===== src/rtl/shsh_pkg.sv =====
// ----------------------------------------------------------------------------
// shsh_pkg
// Types, constants and round functions shared by the SHA-256 stream hasher.
// ----------------------------------------------------------------------------
package shsh_pkg;

  typedef struct packed {
    logic       op;
    logic [7:0] data_byte;
  } shsh_in_t;

  typedef struct packed {
    logic [31:0] digest_word;
    logic [2:0]  word_index;
    logic        last_word;
  } shsh_out_t;

  typedef enum logic [2:0] {
    ST_IDLE,
    ST_PAD,
    ST_COMP,
    ST_FOLD,
    ST_EMIT
  } shsh_state_t;

  localparam logic OP_ABSORB = 1'b0;
  localparam logic OP_FINISH = 1'b1;

  localparam logic [7:0] PAD_MARK   = 8'h80;
  localparam logic [5:0] LEN_OFFSET = 6'd56;
  localparam logic [5:0] FILL_LAST  = 6'd63;
  localparam logic [5:0] ROUND_LAST = 6'd63;
  localparam logic [2:0] WORD_LAST  = 3'd7;
  localparam logic [3:0] LEN_BYTES  = 4'd8;

  localparam logic [0:7][31:0] INIT_WORDS = {
    32'h6a09e667, 32'hbb67ae85, 32'h3c6ef372, 32'ha54ff53a,
    32'h510e527f, 32'h9b05688c, 32'h1f83d9ab, 32'h5be0cd19
  };

  localparam logic [0:63][31:0] ROUND_K = {
    32'h428a2f98, 32'h71374491, 32'hb5c0fbcf, 32'he9b5dba5,
    32'h3956c25b, 32'h59f111f1, 32'h923f82a4, 32'hab1c5ed5,
    32'hd807aa98, 32'h12835b01, 32'h243185be, 32'h550c7dc3,
    32'h72be5d74, 32'h80deb1fe, 32'h9bdc06a7, 32'hc19bf174,
    32'he49b69c1, 32'hefbe4786, 32'h0fc19dc6, 32'h240ca1cc,
    32'h2de92c6f, 32'h4a7484aa, 32'h5cb0a9dc, 32'h76f988da,
    32'h983e5152, 32'ha831c66d, 32'hb00327c8, 32'hbf597fc7,
    32'hc6e00bf3, 32'hd5a79147, 32'h06ca6351, 32'h14292967,
    32'h27b70a85, 32'h2e1b2138, 32'h4d2c6dfc, 32'h53380d13,
    32'h650a7354, 32'h766a0abb, 32'h81c2c92e, 32'h92722c85,
    32'ha2bfe8a1, 32'ha81a664b, 32'hc24b8b70, 32'hc76c51a3,
    32'hd192e819, 32'hd6990624, 32'hf40e3585, 32'h106aa070,
    32'h19a4c116, 32'h1e376c08, 32'h2748774c, 32'h34b0bcb5,
    32'h391c0cb3, 32'h4ed8aa4a, 32'h5b9cca4f, 32'h682e6ff3,
    32'h748f82ee, 32'h78a5636f, 32'h84c87814, 32'h8cc70208,
    32'h90befffa, 32'ha4506ceb, 32'hbef9a3f7, 32'hc67178f2
  };

  typedef struct packed {
    logic       byte_we;
    logic [7:0] wr_byte;
    logic       word_shift;
  } shsh_msg_ctl_t;

  typedef struct packed {
    logic       load;
    logic       round_en;
    logic       fold;
    logic       init;
    logic [5:0] round_idx;
    logic [2:0] word_sel;
  } shsh_comp_ctl_t;

  function automatic logic [31:0] ror32(input logic [31:0] v, input int unsigned n);
    ror32 = (v >> n) | (v << (32 - n));
  endfunction

  function automatic logic [31:0] sig0(input logic [31:0] x);
    sig0 = ror32(x, 7) ^ ror32(x, 18) ^ (x >> 3);
  endfunction

  function automatic logic [31:0] sig1(input logic [31:0] x);
    sig1 = ror32(x, 17) ^ ror32(x, 19) ^ (x >> 10);
  endfunction

  function automatic logic [31:0] bsig0(input logic [31:0] x);
    bsig0 = ror32(x, 2) ^ ror32(x, 13) ^ ror32(x, 22);
  endfunction

  function automatic logic [31:0] bsig1(input logic [31:0] x);
    bsig1 = ror32(x, 6) ^ ror32(x, 11) ^ ror32(x, 25);
  endfunction

endpackage


===== src/rtl/shsh_msg.sv =====
// ----------------------------------------------------------------------------
// shsh_msg
// Message window: collects block bytes, then expands the schedule one word
// per round while feeding the current word to the compression unit.
// ----------------------------------------------------------------------------
module shsh_msg (
  input  logic                   clk,
  input  shsh_pkg::shsh_msg_ctl_t ctl,
  output logic [31:0]            sched_word
);

  logic [511:0] win_r;
  logic [511:0] win_nxt;
  logic [31:0]  w0;
  logic [31:0]  w1;
  logic [31:0]  w9;
  logic [31:0]  w14;
  logic [31:0]  w_new;

  assign w0  = win_r[511:480];
  assign w1  = win_r[479:448];
  assign w9  = win_r[223:192];
  assign w14 = win_r[63:32];

  assign w_new      = w0 + shsh_pkg::sig0(w1) + w9 + shsh_pkg::sig1(w14);
  assign sched_word = w0;

  always_comb begin
    win_nxt = win_r;
    if (ctl.byte_we) begin
      win_nxt = {win_r[503:0], ctl.wr_byte};
    end else if (ctl.word_shift) begin
      win_nxt = {win_r[479:0], w_new};
    end
  end

  always_ff @(posedge clk) begin
    win_r <= win_nxt;
  end

endmodule


===== src/rtl/shsh_comp.sv =====
// ----------------------------------------------------------------------------
// shsh_comp
// Compression datapath: chaining words, working variables and one shared
// round unit applied once per cycle while round_en is set.
// ----------------------------------------------------------------------------
module shsh_comp (
  input  logic                    clk,
  input  logic                    rst_n,
  input  shsh_pkg::shsh_comp_ctl_t ctl,
  input  logic [31:0]             sched_word,
  output logic [31:0]             digest_word
);

  logic [0:7][31:0] chain_r;
  logic [0:7][31:0] chain_nxt;
  logic [0:7][31:0] work_r;
  logic [0:7][31:0] work_nxt;
  logic [31:0]      t1;
  logic [31:0]      t2;
  logic [31:0]      ch;
  logic [31:0]      maj;

  assign ch  = (work_r[4] & work_r[5]) ^ (~work_r[4] & work_r[6]);
  assign maj = (work_r[0] & work_r[1]) ^ (work_r[0] & work_r[2]) ^ (work_r[1] & work_r[2]);
  assign t1  = work_r[7] + shsh_pkg::bsig1(work_r[4]) + ch
             + shsh_pkg::ROUND_K[ctl.round_idx] + sched_word;
  assign t2  = shsh_pkg::bsig0(work_r[0]) + maj;

  assign digest_word = chain_r[ctl.word_sel];

  always_comb begin
    work_nxt = work_r;
    if (ctl.load) begin
      work_nxt = chain_r;
    end else if (ctl.round_en) begin
      work_nxt[7] = work_r[6];
      work_nxt[6] = work_r[5];
      work_nxt[5] = work_r[4];
      work_nxt[4] = work_r[3] + t1;
      work_nxt[3] = work_r[2];
      work_nxt[2] = work_r[1];
      work_nxt[1] = work_r[0];
      work_nxt[0] = t1 + t2;
    end
  end

  always_comb begin
    chain_nxt = chain_r;
    if (ctl.init) begin
      chain_nxt = shsh_pkg::INIT_WORDS;
    end else if (ctl.fold) begin
      for (int i = 0; i < 8; i++) begin
        chain_nxt[i] = chain_r[i] + work_r[i];
      end
    end
  end

  always_ff @(posedge clk) begin
    if (!rst_n) begin
      chain_r <= shsh_pkg::INIT_WORDS;
    end else begin
      chain_r <= chain_nxt;
    end
  end

  always_ff @(posedge clk) begin
    work_r <= work_nxt;
  end

endmodule


===== src/rtl/sha256_stream_hasher_core.sv =====
// ----------------------------------------------------------------------------
// sha256_stream_hasher_core
// SHA-256 over a byte stream: absorb bytes, finish to pad and emit digest.
// ----------------------------------------------------------------------------
// The byte that completes a 64-byte block starts a compression that runs
// one round per cycle in a single shared round unit, then a fold into the
// chaining words, during which in_ready is low. A finish transaction
// inserts padding and length bytes one per cycle (9 to 72 bytes), runs one
// or two compressions, then offers the eight digest words, word 0 first,
// as eight output transactions; the chaining state then returns to the
// initial vector and in_ready rises again.
// ----------------------------------------------------------------------------
module sha256_stream_hasher_core (
  input  logic                clk,
  input  logic                rst_n,
  input  logic                in_valid,
  output logic                in_ready,
  input  shsh_pkg::shsh_in_t  in_data,
  output logic                out_valid,
  input  logic                out_ready,
  output shsh_pkg::shsh_out_t out_data
);

  shsh_pkg::shsh_state_t    state_r;
  shsh_pkg::shsh_state_t    state_nxt;
  logic [5:0]               fill_r;
  logic [5:0]               fill_nxt;
  logic [63:0]              total_r;
  logic [63:0]              total_nxt;
  logic [5:0]               rnd_r;
  logic [5:0]               rnd_nxt;
  logic                     mark_r;
  logic                     mark_nxt;
  logic [3:0]               len_cnt_r;
  logic [3:0]               len_cnt_nxt;
  logic [2:0]               idx_r;
  logic [2:0]               idx_nxt;

  shsh_pkg::shsh_msg_ctl_t  msg_ctl;
  shsh_pkg::shsh_comp_ctl_t comp_ctl;
  logic [31:0]              sched_word;
  logic [31:0]              digest_word;
  logic [63:0]              len_bits;
  logic [7:0]               len_byte;
  logic [7:0]               pad_byte;
  logic                     pad_is_len;
  logic                     in_fire;
  logic                     out_fire;
  logic                     block_full;
  logic                     emit_done;

  assign len_bits   = {total_r[60:0], 3'b000};
  assign len_byte   = len_bits[{3'(3'd7 - len_cnt_r[2:0]), 3'b000} +: 8];
  assign pad_is_len = mark_r && ((len_cnt_r != 4'd0) || (fill_r == shsh_pkg::LEN_OFFSET));

  always_comb begin
    if (!mark_r) begin
      pad_byte = shsh_pkg::PAD_MARK;
    end else if (pad_is_len) begin
      pad_byte = len_byte;
    end else begin
      pad_byte = 8'h00;
    end
  end

  assign in_fire    = in_valid && in_ready;
  assign out_fire   = out_valid && out_ready;
  assign block_full = msg_ctl.byte_we && (fill_r == shsh_pkg::FILL_LAST);
  assign emit_done  = out_fire && (idx_r == shsh_pkg::WORD_LAST);

  // next state
  always_comb begin
    state_nxt = state_r;
    unique case (state_r)
      shsh_pkg::ST_IDLE: begin
        if (in_fire) begin
          if (in_data.op == shsh_pkg::OP_FINISH) begin
            state_nxt = shsh_pkg::ST_PAD;
          end else if (fill_r == shsh_pkg::FILL_LAST) begin
            state_nxt = shsh_pkg::ST_COMP;
          end
        end
      end
      shsh_pkg::ST_PAD: begin
        if (fill_r == shsh_pkg::FILL_LAST) begin
          state_nxt = shsh_pkg::ST_COMP;
        end
      end
      shsh_pkg::ST_COMP: begin
        if (rnd_r == shsh_pkg::ROUND_LAST) begin
          state_nxt = shsh_pkg::ST_FOLD;
        end
      end
      shsh_pkg::ST_FOLD: begin
        if (len_cnt_r == shsh_pkg::LEN_BYTES) begin
          state_nxt = shsh_pkg::ST_EMIT;
        end else if (mark_r) begin
          state_nxt = shsh_pkg::ST_PAD;
        end else begin
          state_nxt = shsh_pkg::ST_IDLE;
        end
      end
      shsh_pkg::ST_EMIT: begin
        if (emit_done) begin
          state_nxt = shsh_pkg::ST_IDLE;
        end
      end
      default: state_nxt = shsh_pkg::ST_IDLE;
    endcase
  end

  // outputs and datapath control
  always_comb begin
    in_ready           = 1'b0;
    out_valid          = 1'b0;
    msg_ctl.byte_we    = 1'b0;
    msg_ctl.wr_byte    = pad_byte;
    msg_ctl.word_shift = 1'b0;
    comp_ctl.round_en  = 1'b0;
    comp_ctl.fold      = 1'b0;
    comp_ctl.init      = 1'b0;
    comp_ctl.round_idx = rnd_r;
    comp_ctl.word_sel  = idx_r;
    unique case (state_r)
      shsh_pkg::ST_IDLE: begin
        in_ready = 1'b1;
        if (in_fire && (in_data.op == shsh_pkg::OP_ABSORB)) begin
          msg_ctl.byte_we = 1'b1;
          msg_ctl.wr_byte = in_data.data_byte;
        end
      end
      shsh_pkg::ST_PAD: begin
        msg_ctl.byte_we = 1'b1;
      end
      shsh_pkg::ST_COMP: begin
        msg_ctl.word_shift = 1'b1;
        comp_ctl.round_en  = 1'b1;
      end
      shsh_pkg::ST_FOLD: begin
        comp_ctl.fold = 1'b1;
      end
      shsh_pkg::ST_EMIT: begin
        out_valid     = 1'b1;
        comp_ctl.init = emit_done;
      end
      default: begin
        in_ready = 1'b0;
      end
    endcase
    comp_ctl.load = block_full;
  end

  assign out_data.digest_word = digest_word;
  assign out_data.word_index  = idx_r;
  assign out_data.last_word   = (idx_r == shsh_pkg::WORD_LAST);

  // counters and flags
  always_comb begin
    fill_nxt    = fill_r;
    total_nxt   = total_r;
    rnd_nxt     = rnd_r;
    mark_nxt    = mark_r;
    len_cnt_nxt = len_cnt_r;
    idx_nxt     = idx_r;
    if (msg_ctl.byte_we) begin
      fill_nxt = fill_r + 6'd1;
    end
    if (in_fire && (in_data.op == shsh_pkg::OP_ABSORB)) begin
      total_nxt = total_r + 64'd1;
    end
    if (state_r == shsh_pkg::ST_PAD) begin
      mark_nxt = 1'b1;
      if (pad_is_len) begin
        len_cnt_nxt = len_cnt_r + 4'd1;
      end
    end
    if (comp_ctl.round_en) begin
      rnd_nxt = rnd_r + 6'd1;
    end
    if (out_fire) begin
      idx_nxt = idx_r + 3'd1;
    end
    if (emit_done) begin
      fill_nxt    = '0;
      total_nxt   = '0;
      mark_nxt    = 1'b0;
      len_cnt_nxt = '0;
      idx_nxt     = '0;
    end
  end

  always_ff @(posedge clk) begin
    if (!rst_n) begin
      state_r   <= shsh_pkg::ST_IDLE;
      fill_r    <= '0;
      total_r   <= '0;
      rnd_r     <= '0;
      mark_r    <= 1'b0;
      len_cnt_r <= '0;
      idx_r     <= '0;
    end else begin
      state_r   <= state_nxt;
      fill_r    <= fill_nxt;
      total_r   <= total_nxt;
      rnd_r     <= rnd_nxt;
      mark_r    <= mark_nxt;
      len_cnt_r <= len_cnt_nxt;
      idx_r     <= idx_nxt;
    end
  end

  shsh_msg u_msg (
    .clk        (clk),
    .ctl        (msg_ctl),
    .sched_word (sched_word)
  );

  shsh_comp u_comp (
    .clk         (clk),
    .rst_n       (rst_n),
    .ctl         (comp_ctl),
    .sched_word  (sched_word),
    .digest_word (digest_word)
  );

endmodule

===== config.mk =====
export PLATFORM = sky130hd
export DESIGN_NAME = sha256_stream_hasher_core
export DESIGN_NICKNAME = d
export VERILOG_FILES = /design/src/rtl/shsh_pkg.sv /design/src/rtl/shsh_msg.sv /design/src/rtl/shsh_comp.sv /design/src/rtl/sha256_stream_hasher_core.sv
export SDC_FILE = /design/constraint.sdc
export NUM_CORES = 2
export LEC_CHECK = 0
export BUFFER_PORTS_ARGS = -buffer_cell sky130_fd_sc_hd__buf_2
export CAP_MARGIN = 20
export CORE_MARGIN = 2
export CORE_UTILIZATION = 50
export DETAILED_ROUTE_END_ITERATION = 10
export MAX_ROUTING_LAYER = met4
export PLACE_DENSITY = 0.7
export REMOVE_ABC_BUFFERS = 1
export SYNTH_ARGS = -nofsm -noshare
export SYNTH_HDL_FRONTEND = slang
export SYNTH_SLANG_ARGS = --single-unit

===== constraint.sdc =====
create_clock -name clk -period 18.95 [get_ports clk]
set_input_delay 3.79 -clock clk [delete_from_list [all_inputs] [get_ports clk]]
set_output_delay 3.79 -clock clk [all_outputs]
set_load 0.02 [all_outputs]

**Word-level counts from Yosys, hierarchy flattened**

Memories as Yosys holds them, arrays and structs flattened.
Index checks and enable logic that the tools add are counted.

- Bits in registers: 1111
- Memory bits (read-only): 2048
- Input bits: 13
- Output and inout port bits: 38
- Memories kept: 1

Memories:

| name | depth | width | rd ports | clocked after Yosys merged registers in | write ports | RTL line | RTL |
|---|---|---|---|---|---|---|---|
| (name not given) | 64 | 32 | 1 | 0 | 0 | shsh_comp.sv:26 | `+ shsh_pkg::ROUND_K[ctl.round_idx] + sched_word;` |

- Add/sub/neg operators: 24
- $lt $le $gt $ge: 2
- Eq/ne operators: 12
- Shift operators: 1
- Mux-type cells: 27
- Bitwise logic cells: 31
- Reductions and logical operators: 15

Operator list:

| cell | number |
|---|---|
| $mux 512 | 2 |
| $add 32x32->32 | 18 |
| $mux 256 | 2 |
| $xor 32x32->32 | 9 |
| $and 32x32->32 | 5 |
| $mux 32 | 4 |
| $bmux 32 s3 | 1 |
| $add 64x1->64 const B | 1 |
| $shiftx 64x7->8 | 1 |
| $not 32->32 | 1 |
| $or 10x32->32 | 1 |
| $or 13x32->32 | 1 |
| $or 14x32->32 | 1 |
| $or 15x32->32 | 1 |
| $or 19x32->32 | 1 |
| $or 21x32->32 | 1 |
| $or 25x32->32 | 1 |
| $or 26x32->32 | 1 |
| $or 30x32->32 | 1 |
| $or 7x32->32 | 1 |
| $xor 32x22->32 | 1 |
| $xor 32x29->32 | 1 |
| $mux 8 | 3 |
| $eq 6x6->1 const B | 3 |
| other kinds (27) | 50 |

**Logic depth before layout (Yosys ltp)**

- Depth in word-level cells: 10
- Depth in mapped cells: 40
- Depth with buffers taken out: 38

**By module**

Synthesis repeated with hierarchy kept, for this count alone.

- Cells, all modules: 7275
- Area total of the unflattened synthesis: 76098.0 um^2

By module, submodules not included:

| module | instances | cells an instance | area each (um^2) | sequential area each (um^2) |
|---|---|---|---|---|
| shsh_comp | 1 | 5052 | 45698.8 | 12812.3 |
| shsh_msg | 1 | 1677 | 25767.2 | 15374.7 |
| sha256_stream_hasher_core | 1 | 546 | 4631.9 | 1681.6 |

**Worst setup path after synthesis**

OpenSTA, ideal clock, no wires.

- Path type: in2reg
- Start: input in_data[8] (netlist bit)
- End: register u_msg.win_r[0] (enable)
- Arrival: 15305 ps
- Data required time: 18039 ps
- Setup slack: 2734 ps
- Stages: 3
- Buffers on the path: 1
- Cell sequence: nor3b_2 -> clkbuf_1 -> or3_1

- Word-level cells in the longest chain between the ends: 5

Ends and longest elaborated chain:

| element | RTL line | RTL |
|---|---|---|
| start, declared | sha256_stream_hasher_core.sv:18 | `input shsh_pkg::shsh_in_t in_data,` |
| $not 1->1 | sha256_stream_hasher_core.sv:127 | `if (in_fire && (in_data.op == shsh_pkg::OP_ABSORB)) begin` |
| $logic_and 1x1->1 | sha256_stream_hasher_core.sv:127 |  |
| $mux 9 | sha256_stream_hasher_core.sv:127 |  |
| $pmux 1 s2 | sha256_stream_hasher_core.sv:124 | `unique case (state_r)` |
| $reduce_bool 2->1 (no source line) | - |  |
| end signal, assigned | shsh_msg.sv:38 | `win_r <= win_nxt;` |
| end, declared | shsh_msg.sv:12 | `logic [511:0] win_r;` |

Every way passes these cells.
A chain may end at the register's enable or synchronous reset.

==> impl_summary.log <==
INFO  metric outcome = complete, no violations
INFO  metric via_per_inst = 5.96
INFO  metric post_layout_nonfiller_instances = 10,111
INFO  metric postCtsSetupBuffers = 0
INFO  metric routed_wl = 228,000 µm
INFO  metric hold_path.class = reg -> reg
INFO  metric hpwl = 165,000 µm
INFO  metric synth_cell_types = 91
INFO  metric clk_root_buffer_cell = clkbuf_16
INFO  metric place.port_buffers = 50
INFO  metric timing.setup.tns = 0 ns
INFO  metric syn-cell-area = 0.0741 mm²
INFO  metric crit_required = 19.44 ns
INFO  metric yosys.area.top_type = edfxtp_1
INFO  metric cts.htree.levels = 3
INFO  metric routedWlPerCell = 22.5 µm
INFO  metric synth.yosys.warnings = 0
INFO  metric fraction_of_final_layout_cells_sized_beyond_drive_strength_1 = 0.0620
INFO  metric detail_route.first_pass.iterations = 6
INFO  metric wirelength_met1 = 103,000 µm
INFO  metric synthesis.instances = 8,302
INFO  metric final_min_period_over_clock_period = 0.572
INFO  metric die_h = 389 µm
INFO  metric groute.usage.overall = 0.303
INFO  metric dpl_cell_area = 0.0757 mm²
INFO  metric drc = 0
INFO  metric path_max_fanout = 28
INFO  metric finalClockSkew = 0.0613 ns
INFO  metric cp-start-kind = flop
INFO  metric finalMaxSlewViolations = 0
INFO  metric globalRouteOverflowTotal = 0
INFO  metric design.die.area = 0.151 mm²
INFO  metric fillCellCount = 13,345
INFO  metric synth_largest_type_area_fraction = 0.311
INFO  metric grt_start_max_net_pins = 241
INFO  metric post_cts_hold_buffer_count = 0
INFO  metric number_of_enable_type_register_cells_in_the_synthesized_netlist = 768
INFO  metric timing.final.crit_period = 10.83 ns
INFO  metric cts_inserted_buffers = 121
INFO  metric worst-slew-pin-transition = 1.21 ns
INFO  metric synthTopCellsByArea = edfxtp_1, nand2_1, dfxtp_1
INFO  metric report.final.setup_viol = 0
INFO  metric initial_core_util = 0.503
INFO  metric fin_hold_ws = 0.493 ns
INFO  metric antenna_violating_nets_post_route = 0
INFO  metric fp.coreArea = 0.147 mm²
INFO  metric dp.cells = 9,879
INFO  metric worst_path_max_delay_cell = ha_1
INFO  metric detailedRoute.firstIterationViolations = 6,845
INFO  metric cp-end-kind = flop
INFO  metric vias = 60,264
INFO  metric register_bit_total_from_synthesis = 1,108
INFO  metric met3WireLength = 19,800 µm
INFO  metric cp_common_cell = fa_1
INFO  metric grt_pass1_wl = 345,000 µm
INFO  metric most-common-layout-cells = nand2_1, edfxtp_1, a21oi_1
INFO  metric maxUsedRoutingLayer = met4
INFO  metric mostFrequentLayoutCell = nand2_1
INFO  metric power.static_leakage = 33.0 nW
INFO  metric clockBufferDepth = 3
INFO  metric grt_antenna_before_repair = 1
INFO  metric fmax = 92.3 MHz
INFO  metric synth-main-ff-cell = edfxtp_1
INFO  metric cp_delay_by_family_top = compound AO/OA/AOI/OAI gates
INFO  metric critical_path_buffer_and_inverter_count = 6
INFO  metric quantity_of_gates_resized_following_cts = 0
INFO  metric rsz0062_at_grt = no
INFO  metric met2RoutedLength = 98,200 µm
INFO  metric syn2layout_area_growth = 7.47%
INFO  metric final_design_area_no_fill = 0.0797 mm²
INFO  metric timing_worst_setup_path_type = reg -> reg
INFO  metric rrSetupSlack = 8.12 ns
INFO  metric timing.critical_path.arrival = 11.32 ns
INFO  metric grt_pass1_vias = 56,015
INFO  metric synth_seq_area_share = 0.403
INFO  metric synth.avg_cell_area = 8.93 µm²
INFO  metric top_level_ports = 51
INFO  metric clock_sink_count = 1,108
INFO  metric cap_violations = 0
INFO  metric standard_cell_rows = 141
INFO  metric max-slew-margin-rel = 0.196
INFO  metric irDropWorstVdd = 0.000143 V
INFO  metric chipWidth = 389 µm
INFO  metric clk_latency = 0.78 ns
INFO  metric finalNetCount = 8,681
INFO  metric gpl.final_weighted_congestion = 1.00
INFO  metric worst_path_largest_cell_delay = 0.71 ns
INFO  metric async_flop_share = 0
INFO  metric pwr_density_cell = 115 mW/mm²
INFO  metric tritoncts = yes
INFO  metric path_clk_slew = 0.07 ns
INFO  metric hold_viol = 0
==> cells in the mapped netlist (all sizes together) (117+ instances only) <==
master	count
nand2	2571
nand3	117
a21o	176
edfxtp	768
inv	283
nor2	348
a21oi	518
xor2	205
dfxtp	340
clkbuf	429
o21ai	357
ha	400
fa	195
xnor2	404
==> metrics by stage <==
| step | setup WS [ns] | utilization | power (mW) |
|---|---|---|---|
| 2_1_floorplan | -42.21 | - | 5.89 |
| 3_3_place_gp | 8.41 | 0.513 | 6.68 |
| 3_5_place_dp | 8.33 | 0.513 | 6.74 |
| 4_1_cts | 8.29 | 0.540 | 9.14 |
| 5_1_grt | 7.62 | 0.540 | 9.69 |
| 6_report | 8.12 | 0.540 | 9.19 |
==> cell type report <==
cell class / count / area [µm²] / area share
Clock buffer: 170 / 3330 / 0.0418
Timing Repair Buffer: 120 / 896 / 0.0112
Inverter: 286 / 1070 / 0.0135
Multi-Input combinational cell: 6436 / 41400 / 0.520
Clock inverter: 60 / 619 / 0.00777
Sequential cell: 1108 / 29900 / 0.375
Tap cell: 1930 / 2410 / 0.0303
Antenna cell: 1 / 2.50 / 0.0000314
==> tightest hold or removal path: stages, from the launching register on <==
cell and delay (ns):
dfxtp_1 0.32, o21ai_0 0.07, a21oi_1 0.06
==> where the power goes <==
| group | internal [mW] | total, mW | switching (mW) |
|---|---|---|---|
| logic | 1.47 | 3.68 | 2.21 |
| clock network | 1.34 | 2.38 | 1.04 |
| registers | 2.96 | 3.13 | 0.173 |
| total | 5.77 | 9.19 | 3.42 |
==> worst paths after layout <==
kind	depth (start not counted)	endpoint	start
max	39	u_comp.work_r[255]	rnd_r[0]
min	2	fill_r[5]	fill_r[5]
max reg2reg	39	u_comp.work_r[255]	rnd_r[0]
min reg2reg	2	fill_r[5]	fill_r[5]
==> cells by family after synthesis <==
family	after synthesis	share of synthesized area
compound gates	1604	0.134
xor+xnor	609	0.0719
fa+ha+maj	617	0.123
buf+inv	758	0.0389
flops	1108	0.403
mux	166	0.0375
simple gates	3440	0.191
==> state kept, by name, indices dropped and copies added, names as in the netlist <==
| name | flops |
|---|---|
| len_cnt_r | 4 |
| idx_r | 3 |
| u_comp.work_r | 256 |
| state_r | 3 |
| rnd_r | 6 |
| total_r | 61 |
| mark_r | 1 |
| u_comp.chain_r | 256 |
| fill_r | 6 |
| u_msg.win_r | 512 |
==> layer usage <==
layer	vias up	GRT usage
li1	28127	-
met1	29439	0.440
met2	2369	0.432
met3	329	0.0513
met4	0	0.0921
met5	-	-
Power figures use the tool's default switching activity.
